==> config.mk <==
export PLATFORM = sky130hd
export DESIGN_NAME = indirect_block_map_walker_top_flat
export DESIGN_NICKNAME = d
export VERILOG_FILES = /design/src/rtl/core/ibmw_pkg.sv /design/src/rtl/core/ibmw_if.sv /design/src/rtl/core/indirect_block_map_walker_top.sv /design/src/flat_wrapper.sv
export SDC_FILE = /design/constraint.sdc
export NUM_CORES = 1
export LEC_CHECK = 0
export BUFFER_PORTS_ARGS = -buffer_cell sky130_fd_sc_hd__buf_4
export CORE_ASPECT_RATIO = 0.9
export CORE_MARGIN = 2
export CORE_UTILIZATION = 58
export CTS_BUF_LIST = sky130_fd_sc_hd__clkbuf_8
export CTS_CLUSTER_DIAMETER = 200
export DETAILED_ROUTE_END_ITERATION = 7
export PLACE_DENSITY_LB_ADDON = 0.3
export SYNTH_ARGS = -nofsm -noshare
export SYNTH_HDL_FRONTEND = slang
export SYNTH_SLANG_ARGS = --single-unit
==> constraint.sdc <==
create_clock -name clock -period 4.9 [get_ports clock]
set_input_delay 0.245 -clock clock [delete_from_list [all_inputs] [get_ports clock]]
set_output_delay 0.245 -clock clock [all_outputs]
set_load 0.01 [all_outputs]
==> src/rtl/core/ibmw_pkg.sv <==
// Shared codes and types for the indirect block map walker.
package ibmw_pkg;

   // request opcodes
   localparam logic [1:0] OP_LOAD   = 2'd0;
   localparam logic [1:0] OP_LOOKUP = 2'd1;
   localparam logic [1:0] OP_REPLY  = 2'd2;

   // response kinds
   localparam logic [1:0] KIND_READ   = 2'd0;
   localparam logic [1:0] KIND_DONE   = 2'd1;
   localparam logic [1:0] KIND_REJECT = 2'd2;

   // pointer slots
   localparam int unsigned SLOT_COUNT  = 15;
   localparam logic [3:0]  SLOT_SINGLE = 4'd12;
   localparam logic [3:0]  SLOT_DOUBLE = 4'd13;
   localparam logic [3:0]  SLOT_TRIPLE = 4'd14;

   // largest supported log block size
   localparam logic [1:0] LBS_MAX = 2'd2;

   typedef enum logic [2:0] {
      REGION_DIRECT,
      REGION_SINGLE,
      REGION_DOUBLE,
      REGION_TRIPLE,
      REGION_BEYOND
   } region_type;

endpackage

==> src/rtl/core/ibmw_if.sv <==
// Request and response channel interfaces of the block map walker.
interface ibmw_req_if;
   logic        valid;
   logic        ready;
   logic [1:0]  opcode;
   logic [3:0]  slot;
   logic [31:0] value;

   modport source (output valid, output opcode, output slot, output value, input ready);
   modport sink   (input valid, input opcode, input slot, input value, output ready);
endinterface

interface ibmw_rsp_if;
   logic        valid;
   logic        ready;
   logic [1:0]  result_kind;
   logic [31:0] read_block;
   logic [9:0]  read_index;
   logic [31:0] phys_block;
   logic        unmapped;

   modport source (output valid, output result_kind, output read_block, output read_index,
                   output phys_block, output unmapped, input ready);
   modport sink   (input valid, input result_kind, input read_block, input read_index,
                   input phys_block, input unmapped, output ready);
endinterface

==> src/rtl/core/indirect_block_map_walker_top.sv <==
// Indirect block map walker: pointer table memory, walk state and response register.
//
// Maps a logical block number to a physical block through a 15-slot pointer table
// (direct slots, then single, double and triple indirect). Load beats write a slot
// and can be taken back to back while no beat is held and the response side keeps
// up. A lookup or reply beat is held while the pointer memory is read (synchronous
// read), then lands in the response register; the next request beat is taken once
// the held beat is gone and the response register is free or being drained.
// A walk issues up to three read beats; each must be answered by a reply beat
// carrying the pointer word. Zero pointers or zero replies end the walk unmapped.
// The block size register may only change while no beat is in flight.
module indirect_block_map_walker_top #(
   parameter int DIRECT_POINTERS    = 12,
   parameter int BLOCK_NUMBER_WIDTH = 32
) (
   input  logic              clock,
   input  logic              reset,
   input  logic              csr_wr_en,
   input  logic [1:0]        csr_wr_data,
   ibmw_req_if.sink          req_if,
   ibmw_rsp_if.source        rsp_if
);

   localparam logic [32:0] DIRECT_END = 33'(DIRECT_POINTERS);

   // configuration
   logic [1:0] log_block_size_ff;
   logic [1:0] lbs_eff;

   // pointer table
   logic [BLOCK_NUMBER_WIDTH-1:0] ptr_mem [ibmw_pkg::SLOT_COUNT];
   logic [BLOCK_NUMBER_WIDTH-1:0] ptr_rdata_ff;
   logic [3:0]                    rd_addr;

   // accept side
   logic                   req_accept;
   logic                   load_accept;
   logic                   work_accept;
   ibmw_pkg::region_type   region;
   logic [31:0]            base;
   logic [4:0]             word_shift;
   logic [32:0]            single_end;
   logic [32:0]            double_end;
   logic [32:0]            triple_end;

   // beat held for one cycle while the table read completes
   logic                   pend_ff;
   logic                   pend_is_reply_ff;
   ibmw_pkg::region_type   pend_region_ff;
   logic [31:0]            pend_value_ff;
   logic [31:0]            pend_base_ff;

   // walk state
   logic        walk_active_ff, walk_active_in;
   logic [1:0]  walk_level_ff, walk_level_in;
   logic [31:0] residual_ff, residual_in;

   // response register
   logic        rsp_valid_ff;
   logic [1:0]  rsp_kind_ff, rsp_kind_in;
   logic [31:0] rsp_block_ff, rsp_block_in;
   logic [9:0]  rsp_index_ff, rsp_index_in;
   logic [31:0] rsp_phys_ff, rsp_phys_in;
   logic        rsp_unmapped_ff, rsp_unmapped_in;

   // resolve-stage helpers
   logic [31:0] top_ptr;
   logic [31:0] reply_word;
   logic [31:0] lookup_residual;
   logic [1:0]  lookup_depth;

   function automatic logic [9:0] word_index(input logic [31:0] res, input logic [1:0] lvl,
                                             input logic [1:0] lbs);
      logic [3:0]  s;
      logic [4:0]  amt;
      logic [9:0]  mask;
      logic [31:0] shifted;
      case (lbs)
         2'd0: begin
            s    = 4'd8;
            mask = 10'h0FF;
         end
         2'd1: begin
            s    = 4'd9;
            mask = 10'h1FF;
         end
         default: begin
            s    = 4'd10;
            mask = 10'h3FF;
         end
      endcase
      amt     = 5'(s * lvl);
      shifted = res >> amt;
      return shifted[9:0] & mask;
   endfunction

   assign lbs_eff = (log_block_size_ff > ibmw_pkg::LBS_MAX) ? ibmw_pkg::LBS_MAX
                                                            : log_block_size_ff;

   assign req_if.ready = !pend_ff && (!rsp_valid_ff || rsp_if.ready);
   assign req_accept   = req_if.valid && req_if.ready;
   assign load_accept  = req_accept && (req_if.opcode == ibmw_pkg::OP_LOAD);
   assign work_accept  = req_accept && ((req_if.opcode == ibmw_pkg::OP_LOOKUP) ||
                                        (req_if.opcode == ibmw_pkg::OP_REPLY));

   always_ff @(posedge clock) begin
      if (reset) begin
         log_block_size_ff <= 2'd0;
      end else if (csr_wr_en) begin
         log_block_size_ff <= csr_wr_data;
      end
   end

   // tree boundaries for the current block size
   always_comb begin
      word_shift = 5'd8 + 5'(lbs_eff);
      single_end = DIRECT_END + (33'd1 << word_shift);
      double_end = single_end + (33'd1 << (word_shift << 1));
      triple_end = double_end + (33'd1 << (5'(word_shift * 2'd3)));
   end

   always_comb begin
      region  = ibmw_pkg::REGION_BEYOND;
      base    = 32'd0;
      rd_addr = ibmw_pkg::SLOT_TRIPLE;
      if ({1'b0, req_if.value} < DIRECT_END) begin
         region  = ibmw_pkg::REGION_DIRECT;
         rd_addr = req_if.value[3:0];
      end else if ({1'b0, req_if.value} < single_end) begin
         region  = ibmw_pkg::REGION_SINGLE;
         base    = DIRECT_END[31:0];
         rd_addr = ibmw_pkg::SLOT_SINGLE;
      end else if ({1'b0, req_if.value} < double_end) begin
         region  = ibmw_pkg::REGION_DOUBLE;
         base    = single_end[31:0];
         rd_addr = ibmw_pkg::SLOT_DOUBLE;
      end else if ({1'b0, req_if.value} < triple_end) begin
         region  = ibmw_pkg::REGION_TRIPLE;
         base    = double_end[31:0];
         rd_addr = ibmw_pkg::SLOT_TRIPLE;
      end
   end

   always_ff @(posedge clock) begin
      if (load_accept && (req_if.slot < 4'(ibmw_pkg::SLOT_COUNT))) begin
         ptr_mem[req_if.slot] <= req_if.value[BLOCK_NUMBER_WIDTH-1:0];
      end
   end

   always_ff @(posedge clock) begin
      if (work_accept && (req_if.opcode == ibmw_pkg::OP_LOOKUP)) begin
         ptr_rdata_ff <= ptr_mem[rd_addr];
      end
   end

   always_ff @(posedge clock) begin
      if (reset) begin
         pend_ff <= 1'b0;
      end else begin
         pend_ff <= work_accept;
      end
   end

   always_ff @(posedge clock) begin
      if (work_accept) begin
         pend_is_reply_ff <= (req_if.opcode == ibmw_pkg::OP_REPLY);
         pend_region_ff   <= region;
         pend_value_ff    <= req_if.value;
         pend_base_ff     <= base;
      end
   end

   assign top_ptr         = 32'(ptr_rdata_ff);
   assign reply_word      = 32'(pend_value_ff[BLOCK_NUMBER_WIDTH-1:0]);
   assign lookup_residual = pend_value_ff - pend_base_ff;

   always_comb begin
      case (pend_region_ff)
         ibmw_pkg::REGION_DOUBLE: lookup_depth = 2'd1;
         ibmw_pkg::REGION_TRIPLE: lookup_depth = 2'd2;
         default:                 lookup_depth = 2'd0;
      endcase
   end

   // resolve the held beat against the walk state
   always_comb begin
      walk_active_in  = walk_active_ff;
      walk_level_in   = walk_level_ff;
      residual_in     = residual_ff;
      rsp_kind_in     = ibmw_pkg::KIND_REJECT;
      rsp_block_in    = 32'd0;
      rsp_index_in    = 10'd0;
      rsp_phys_in     = 32'd0;
      rsp_unmapped_in = 1'b0;
      if (pend_ff) begin
         if (!pend_is_reply_ff) begin
            if (!walk_active_ff) begin
               rsp_kind_in = ibmw_pkg::KIND_DONE;
               case (pend_region_ff)
                  ibmw_pkg::REGION_DIRECT: begin
                     rsp_phys_in     = top_ptr;
                     rsp_unmapped_in = (top_ptr == 32'd0);
                  end
                  ibmw_pkg::REGION_SINGLE,
                  ibmw_pkg::REGION_DOUBLE,
                  ibmw_pkg::REGION_TRIPLE: begin
                     if (top_ptr == 32'd0) begin
                        rsp_unmapped_in = 1'b1;
                     end else begin
                        walk_active_in = 1'b1;
                        walk_level_in  = lookup_depth;
                        residual_in    = lookup_residual;
                        rsp_kind_in    = ibmw_pkg::KIND_READ;
                        rsp_block_in   = top_ptr;
                        rsp_index_in   = word_index(lookup_residual, lookup_depth, lbs_eff);
                     end
                  end
                  default: begin
                     rsp_unmapped_in = 1'b1;
                  end
               endcase
            end
         end else if (walk_active_ff) begin
            if ((reply_word == 32'd0) || (walk_level_ff == 2'd0)) begin
               walk_active_in  = 1'b0;
               rsp_kind_in     = ibmw_pkg::KIND_DONE;
               rsp_phys_in     = reply_word;
               rsp_unmapped_in = (reply_word == 32'd0);
            end else begin
               walk_level_in = walk_level_ff - 2'd1;
               rsp_kind_in   = ibmw_pkg::KIND_READ;
               rsp_block_in  = reply_word;
               rsp_index_in  = word_index(residual_ff, walk_level_ff - 2'd1, lbs_eff);
            end
         end
      end
   end

   always_ff @(posedge clock) begin
      if (reset) begin
         walk_active_ff <= 1'b0;
         walk_level_ff  <= 2'd0;
         residual_ff    <= 32'd0;
      end else begin
         walk_active_ff <= walk_active_in;
         walk_level_ff  <= walk_level_in;
         residual_ff    <= residual_in;
      end
   end

   always_ff @(posedge clock) begin
      if (reset) begin
         rsp_valid_ff <= 1'b0;
      end else if (pend_ff) begin
         rsp_valid_ff <= 1'b1;
      end else if (rsp_if.ready) begin
         rsp_valid_ff <= 1'b0;
      end
   end

   always_ff @(posedge clock) begin
      if (pend_ff) begin
         rsp_kind_ff     <= rsp_kind_in;
         rsp_block_ff    <= rsp_block_in;
         rsp_index_ff    <= rsp_index_in;
         rsp_phys_ff     <= rsp_phys_in;
         rsp_unmapped_ff <= rsp_unmapped_in;
      end
   end

   assign rsp_if.valid       = rsp_valid_ff;
   assign rsp_if.result_kind = rsp_kind_ff;
   assign rsp_if.read_block  = rsp_block_ff;
   assign rsp_if.read_index  = rsp_index_ff;
   assign rsp_if.phys_block  = rsp_phys_ff;
   assign rsp_if.unmapped    = rsp_unmapped_ff;

`ifndef SYNTHESIS
   // every lookup or reply beat is held, then reaches the response register
   a_pend_to_rsp: assert property (@(posedge clock) disable iff (reset)
      work_accept |=> pend_ff ##1 rsp_valid_ff)
      else $error("held beat did not reach the response register");

   // a read beat leaves a walk waiting for its reply
   a_read_means_walk: assert property (@(posedge clock) disable iff (reset)
      (rsp_valid_ff && (rsp_kind_ff == ibmw_pkg::KIND_READ)) |-> walk_active_ff)
      else $error("read beat without an active walk");

   // completion flags unmapped exactly when the physical block is zero
   a_done_unmapped: assert property (@(posedge clock) disable iff (reset)
      (rsp_valid_ff && (rsp_kind_ff == ibmw_pkg::KIND_DONE)) |->
         (rsp_unmapped_ff == (rsp_phys_ff == 32'd0)))
      else $error("unmapped flag disagrees with physical block");

   // a completion always ends the walk
   a_done_ends_walk: assert property (@(posedge clock) disable iff (reset)
      (pend_ff && (rsp_kind_in == ibmw_pkg::KIND_DONE)) |=> !walk_active_ff)
      else $error("walk still active after completion");
`endif

endmodule

==> src/flat_wrapper.sv <==
// flat-port wrapper written by rule: the top's interface ports become plain ports
module indirect_block_map_walker_top_flat 
#(
   parameter int DIRECT_POINTERS    = 12,
   parameter int BLOCK_NUMBER_WIDTH = 32
)
  (clock, reset, csr_wr_en, csr_wr_data, req_if_valid, req_if_opcode, req_if_slot, req_if_value, req_if_ready, rsp_if_valid, rsp_if_result_kind, rsp_if_read_block, rsp_if_read_index, rsp_if_phys_block, rsp_if_unmapped, rsp_if_ready);
  ibmw_req_if req_if_i ();
  ibmw_rsp_if rsp_if_i ();
  input  logic clock;
  input  logic reset;
  input  logic csr_wr_en;
  input  logic [1:0] csr_wr_data;
  input wire logic [$bits(req_if_i.valid)-1:0] req_if_valid;
  input wire logic [$bits(req_if_i.opcode)-1:0] req_if_opcode;
  input wire logic [$bits(req_if_i.slot)-1:0] req_if_slot;
  input wire logic [$bits(req_if_i.value)-1:0] req_if_value;
  output wire logic [$bits(req_if_i.ready)-1:0] req_if_ready;
  output wire logic [$bits(rsp_if_i.valid)-1:0] rsp_if_valid;
  output wire logic [$bits(rsp_if_i.result_kind)-1:0] rsp_if_result_kind;
  output wire logic [$bits(rsp_if_i.read_block)-1:0] rsp_if_read_block;
  output wire logic [$bits(rsp_if_i.read_index)-1:0] rsp_if_read_index;
  output wire logic [$bits(rsp_if_i.phys_block)-1:0] rsp_if_phys_block;
  output wire logic [$bits(rsp_if_i.unmapped)-1:0] rsp_if_unmapped;
  input wire logic [$bits(rsp_if_i.ready)-1:0] rsp_if_ready;
  assign req_if_i.valid = req_if_valid;
  assign req_if_i.opcode = req_if_opcode;
  assign req_if_i.slot = req_if_slot;
  assign req_if_i.value = req_if_value;
  assign req_if_ready = req_if_i.ready;
  assign rsp_if_valid = rsp_if_i.valid;
  assign rsp_if_result_kind = rsp_if_i.result_kind;
  assign rsp_if_read_block = rsp_if_i.read_block;
  assign rsp_if_read_index = rsp_if_i.read_index;
  assign rsp_if_phys_block = rsp_if_i.phys_block;
  assign rsp_if_unmapped = rsp_if_i.unmapped;
  assign rsp_if_i.ready = rsp_if_ready;
  indirect_block_map_walker_top #(.DIRECT_POINTERS(DIRECT_POINTERS), .BLOCK_NUMBER_WIDTH(BLOCK_NUMBER_WIDTH)) u_core (.clock(clock), .reset(reset), .csr_wr_en(csr_wr_en), .csr_wr_data(csr_wr_data), .req_if(req_if_i), .rsp_if(rsp_if_i));
endmodule
==> results.json, run 1 <==
{
  "run_status": "finished, final reports clean",
  "final_routed_wirelength_mm": 93.0,
  "die_height_um": 224,
  "place.detailed.hpwl_mm": 60.3,
  "hold_path.class": "in -> reg",
  "reg2reg_to": "u_core.rsp_if.read_index[2]$_DFFE_PP_",
  "synthCells": 2650,
  "syn-mean-instance-area_um2": 11.7,
  "insertedDiodeCount": 0,
  "skew_pair_late_insertion_delay_ps": 730,
  "hold_violations": 0,
  "route.vias.total": 23512,
  "area_growth_syn_to_layout_pct": 13.8,
  "core_region_area_um2": 53000,
  "period_needed_ps": 4490,
  "cts_inserted_buffers": 100,
  "clock_tree.htree_level_count": 3,
  "globalplace.congestion": 0.952,
  "power_leakage_nw": 12.2,
  "whs_path_depth": 3,
  "die_area_um2": 55400,
  "synth_edf_count": 634,
  "min_period_over_period_pct": 91.7,
  "grt_pass1_wl_mm": 140,
  "tightestPinTransition_ps": 1230,
  "floorplan.die.width_um": 248,
  "multi_input_area_um2": 10600,
  "final_setup_violation_count": 0,
  "yosys_warnings": 0,
  "max-vdd-ir-drop_uv": 336,
  "regToRegStartpoint": "u_core.pend_value_ff[10]$_DFFE_PP_",
  "cap_viol_max_count": 0,
  "critical_path.startpoint_type": "flip-flop",
  "cts_buffer_depth": 3,
  "aggregate_global_route_resource_usage_pct": 33.9,
  "num-fill-cells": 3826,
  "timing.fmax_mhz": 223,
  "arrival_ps": 5030,
  "global_route.overflow_total": 0,
  "post-cts-setup-buffers": 0,
  "route.detailed.wl_per_inst_um": 25.9,
  "netlist_area_um2": 31100,
  "tritoncts": "built",
  "critical_path_class": "reg -> reg",
  "netlist-cell-type-count": 86,
  "cts_hold_buffers": 43,
  "floorplan.initialDensity_pct": 58.7,
  "finClkSkew_ps": 39.3,
  "ios": 124,
  "met1_length_mm": 38.5,
  "end_kind": "flip-flop",
  "cts.clk_slew.worst_paths_ps": 70,
  "layout.area.seq_um2": 19800,
  "highest_layer": "met4",
  "pin_count_of_the_biggest_net_entering_global_routing": 187,
  "clockRootBuffer": "clkbuf_8",
  "timing.critical_path.required_ps": 5440,
  "rsz_0062_raised_after_global_routing": "no",
  "worst-path-max-fanout": 9,
  "synthFlopType": "edfxtp_1",
  "max-slew-margin-rel_pct": 17.8,
  "number_of_antenna_violations_at_the_first_check_in_global_routing": 0,
  "yosysSeqAreaShare_pct": 63.8,
  "numPortBuffers": 123,
  "r2r_setup_slack_ps": 410,
  "power_density_over_cell_area_nw_per_um2": 332,
  "grt_pass1_vias": 22558,
  "timing_max_transition_violations_final": 0,
  "drtAntennaViolNets": 0,
  "detailroute.wirelength.met2_mm": 42.5,
  "std_cell_rows": 80,
  "finalNetCount": 2904,
  "vias_per_cell": 6.55,
  "dr_wl_met3_mm": 9.42,
  "fin_setup_tns_ps": 0,
  "cts_repair_resize_count": 0,
  "rr_worst_depth": 10,
  "worst_hold_startpoint": "req_if_slot[0]",
  "post_synthesis_sequential_element_count": 673,
  "post_route_cells_drive_above_1_share_pct": 14.2,
  "detailedRoute.firstPassIterationCount": 6,
  "synth_async_sr_flop_share_pct": 0,
  "cts_num_sinks": 673,
  "fin_area_um2": 35400,
  "holdPathEnd": "u_core.ptr_mem[0][29]$_DFFE_PP_",
  "drcViolationCount": 0,
  "initial_drc_count": 3097,
  "post_dp_cell_area_um2": 33000
}
placed cells by master (no fill, tap or decap), drive strengths merged, types with 33 or more instances in the layout:
cell         instances
nand2              340
buf                200
o21ai              172
mux2i               80
ha                  40
dfxtp               39
dlygate4sd3         43
clkinv              42
a31oi               71
nand3              185
clkbuf             103
a22o                61
nor4                33
a311oi              33
nor3                49
edfxtp             634
nor2               311
a21oi               53
inv                 67
layout make-up:
cell class | instances | area share (%)
clock buffers | 103 | 4.01
clock inverters | 75 | 1.31
inverters | 39 | 0.414
multi-input cells | 1762 | 30.1
flip-flops and latches | 673 | 56.1
well taps | 697 | 2.47
repair buffers | 243 | 5.64
metrics by stage:
stage / setup slack [ps] / total power [mW] / util, % / hold WS [ps] / instances
after global placement: 586 / 7.43 / 62.4 / 489 / 3371
after detailed placement: 515 / 7.45 / 62.4 / 496 / 3371
final: 406 / 11.8 / 66.8 / 315 / 3592
after CTS: 492 / 11.8 / 66.8 / 273 / 3592
after floorplan: 449 / 7.06 / - / 344 / 2660
after global routing: 112 / 12.1 / 66.8 / 305 / 3592
cell usage after synthesis, types with 19 or more instances:
cell | number | area (µm²)
o21ai_0 | 171 | 856
ha_1 | 40 | 500
o211ai_1 | 19 | 143
edfxtp_1 | 634 | 19000
a211oi_1 | 25 | 188
a31oi_1 | 71 | 444
a311oi_1 | 33 | 289
nor3_1 | 49 | 245
nand3_1 | 185 | 926
nor4_1 | 33 | 206
a21oi_1 | 53 | 265
mux4_2 | 23 | 518
nor2_1 | 311 | 1170
nand2_1 | 340 | 1280
a22o_1 | 59 | 517
mux2i_1 | 80 | 801
dfxtp_1 | 39 | 781
inv_1 | 37 | 139
clkbuf_1 | 170 | 638
flip-flops by register name, summed over array words and instances, names as in the netlist, 3 cells and up:
name	flops
u_core.ptr_mem	480
u_core.rsp_if.read_index	10
u_core.pend_region_ff	3
u_core.rsp_if.phys_block	32
u_core.ptr_rdata_ff	32
u_core.pend_base_ff	9
u_core.residual_ff	32
u_core.rsp_if.read_block	32
u_core.pend_value_ff	32
cell families (layout without fill, tap and decap cells):
| logic type | count (synthesis) | count (layout) | share of synthesized area (%) |
|---|---|---|---|
| adder cells (fa/ha/maj) | 40 | 40 | 1.61 |
| AND/OR/NAND/NOR | 1023 | 1023 | 14.7 |
| AO/OA/AOI/OAI | 563 | 563 | 12.2 |
| multiplexers | 107 | 107 | 4.39 |
| flip-flops | 673 | 673 | 63.8 |
| XOR/XNOR | 17 | 17 | 0.479 |
| other | 2 | 12 | 0.0242 |
| buffers and inverters | 225 | 460 | 2.79 |
metal layers:
| layer | global-route usage, % | vias to the layer above |
|---|---|---|
| li1 | - | 10359 |
| met1 | 50.4 | 11520 |
| met2 | 51.0 | 1440 |
| met3 | 5.89 | 193 |
| met4 | 11.1 | 0 |
| met5 | 0 | - |
critical path: stages (launching register included):
cell and delay [ps]:
edfxtp_1 430, ha_1 500, nand3_1 310, or3_1 510, nor4_1 420, nor3_1 90, o311ai_0 870, o211ai_1 390
a2111oi_0 490, a2111oi_0 130, a22oi_1 180
where the power goes:
group | leakage [nW] | total, mW | switching, mW | internal, mW
clock | 1.05 | 4.38 | 2.19 | 2.18
sequential | 6.09 | 6.44 | 0.0745 | 6.37
combinational | 5.08 | 0.934 | 0.598 | 0.336
worst max path at each step:
stage	startpoint	end	slack, ps	cells after the start
after floorplan	u_core.pend_ff$_SDFF_PP0_	u_core.ptr_rdata_ff[0]$_DFFE_PP_	450	3
after global placement	u_core.pend_value_ff[10]$_DFFE_PP_	u_core.rsp_if.read_index[2]$_DFFE_PP_	590	10
after detailed placement	u_core.pend_value_ff[10]$_DFFE_PP_	u_core.rsp_if.read_index[2]$_DFFE_PP_	520	10
after CTS	u_core.pend_value_ff[10]$_DFFE_PP_	u_core.rsp_if.read_index[2]$_DFFE_PP_	490	10
after global routing	u_core.pend_value_ff[10]$_DFFE_PP_	u_core.rsp_if.read_index[2]$_DFFE_PP_	110	10
final	u_core.pend_value_ff[10]$_DFFE_PP_	u_core.rsp_if.read_index[2]$_DFFE_PP_	410	10
No activity file was read; power rests on OpenSTA's default activity.
==> run 2, diff against run 1 <==
Settings changed: CORE_MARGIN 2 to unset.
==> results.json, run 2 (synthesis gave the netlist of run 1 again) <==
{
  "run_status": "finished, final reports clean",
  "timing.fmax_mhz": 223,
  "std_cell_rows": 80,
  "drcViolationCount": 0,
  "skew_pair_late_insertion_delay_ps": 730,
  "max-vdd-ir-drop_uv": 251,
  "tritoncts": "built",
  "arrival_ps": 4980,
  "period_needed_ps": 4480,
  "cts_num_sinks": 673,
  "critical_path_class": "reg -> reg",
  "die_height_um": 222,
  "final_setup_violation_count": 0,
  "fin_setup_tns_ps": 0,
  "timing.critical_path.required_ps": 5410,
  "combinationalPowerShare_pct": 8.0,
  "net-switching-power_mw": 2.88,
  "most_used_cells_in_the_layout_excluding_fill_and_tap_cells": "edfxtp_1, nand2_1, nor2_1",
  "globalplace.congestion": 1.01,
  "pin_count_of_the_biggest_net_entering_global_routing": 187,
  "cap_viol_max_count": 0,
  "non_filler_instance_count_after_layout": 3610,
  "timing_max_transition_violations_final": 0,
  "drtAntennaViolNets": 0,
  "max_flop_register": "u_core.ptr_mem",
  "clock_tree.htree_level_count": 3,
  "layout.area.seq_um2": 19800,
  "cts.clk_slew.worst_paths_ps": 70,
  "core_region_area_um2": 53000,
  "num-fill-cells": 3820,
  "hold_path.class": "in -> reg",
  "critical_path.max_stage_delay_ps": 600,
  "grt_pass1_wl_mm": 136,
  "power.internal_mw": 8.88,
  "numPortBuffers": 123,
  "clockRootBuffer": "clkbuf_8",
  "max-slew-margin-rel_pct": 25.8,
  "final_routed_wirelength_mm": 90.0,
  "route.vias.total": 23470,
  "end_kind": "flip-flop",
  "number_of_antenna_violations_at_the_first_check_in_global_routing": 2,
  "detailedRoute.firstPassIterationCount": 6,
  "route.detailed.wl_per_inst_um": 24.9,
  "place.detailed.hpwl_mm": 56.8,
  "power_density_over_cell_area_nw_per_um2": 332,
  "post_route_cells_drive_above_1_share_pct": 14.3,
  "post-cts-setup-buffers": 0,
  "floorplan.die.width_um": 246,
  "critical_path.startpoint_type": "flip-flop",
  "ios": 124,
  "global_route.overflow_total": 0,
  "vias_per_cell": 6.50,
  "cts_repair_resize_count": 0,
  "cts_buffer_depth": 3,
  "netSwitchingFraction_pct": 24.5,
  "cts_inserted_buffers": 101,
  "worst-path-max-fanout": 9,
  "finClkSkew_ps": 35.8,
  "min_period_over_period_pct": 91.3,
  "dp.cells": 3373,
  "initial_drc_count": 3399,
  "power_leakage_nw": 12.3,
  "floorplan.initialDensity_pct": 58.7,
  "multi_input_area_um2": 10600,
  "aggregate_global_route_resource_usage_pct": 33.0,
  "area_growth_syn_to_layout_pct": 14.1,
  "rsz_0062_raised_after_global_routing": "no",
  "cp_cell_sequence": "nor2b_1 -> inv_1 -> nor2_1 -> ha_1 -> ha_1 -> xor2_1 -> mux4_2 -> mux4_2 -> nand2b_1 -> and2_1 -> o211ai_1 -> a211oi_1 -> nor4_1",
  "die_area_um2": 54500,
  "tightestPinTransition_ps": 1110,
  "finalNetCount": 2910,
  "final_common_cell": "edfxtp_1",
  "hold_violations": 0,
  "p_clk_share_pct": 37.2,
  "power.share.sequential_pct": 54.7,
  "timing.critical_path.slowest_stage_cell": "mux4_2",
  "design_power_total_mw": 11.8,
  "grt_pass1_vias": 22461,
  "flip_flop_count_of_the_largest_register_all_copies_and_words_added": 480
}
run 2: routing by layer:
metal  wire [µm]  global-route usage, %  vias to the layer above  part of all wire [%]
li1            -                      -                    10375                     -
met1       36700                   48.8                    11443                    41
met2       40900                   49.6                     1457                    45
met3        9710                   6.14                      195                    11
met4        2690                   10.8                        0                   3.0
met5           0                      0                        -                     0
run 2: worst paths after layout:
| check | slack (ps) | startpoint | to | cells after the start |
|---|---|---|---|---|
| max | 420 | u_core.log_block_size_ff[1]$_SDFFE_PP0P_ | u_core.rsp_if.read_index[7]$_DFFE_PP_ | 13 |
| min | 250 | req_if_slot[2] | u_core.ptr_mem[13][22]$_DFFE_PP_ | 3 |
| max reg2reg | 420 | u_core.log_block_size_ff[1]$_SDFFE_PP0P_ | u_core.rsp_if.read_index[7]$_DFFE_PP_ | 13 |
| min reg2reg | 480 | u_core.residual_ff[0]$_SDFFE_PP0P_ | u_core.residual_ff[0]$_SDFFE_PP0P_ | 2 |
run 2: cell type report:
type / instances / share of cell area, %
clock inverters: 84 / 1.32
flip-flops and latches: 673 / 55.9
repair buffers: 248 / 5.79
well taps: 697 / 2.46
multi-input cells: 1762 / 30.0
inverters: 39 / 0.413
diodes: 2 / 0.0141
clock buffers: 105 / 4.08
run 2: per-stage QoR:
step	hold slack (ps)	setup slack (ps)	cell area [µm²]	utilization (%)
after CTS	201	472	35400	66.9
after global placement	466	746	33100	62.5
after floorplan	344	449	31100	-
after global routing	243	134	35400	66.9
final	254	425	35500	67.0
after detailed placement	473	435	33100	62.5
run 2: critical path: cells and delay by family, from the launching register on:
kind / cells / cell delay (ps)
compound gates: 2 / 180
xor+xnor: 1 / 580
fa+ha+maj: 2 / 360
buf+inv: 1 / 330
flops: 1 / 400
mux: 2 / 1060
simple gates: 5 / 1340
run 2: power groups by stage:
stage,combinational (mW),clock [mW],sequential (mW)
CTS,0.920,4.42,6.43
finish,0.947,4.38,6.44
floorplan,0.517,0,6.54
detailed placement,0.886,0,6.55
global placement,0.876,0,6.55
global route,1.01,4.66,6.44
run 2: what timing repair did:
action | CTS | global route
endpoints found under the setup margin | 0 | 0
hold buffers | 46 | 0
hold endpoints to repair | 555 | 0
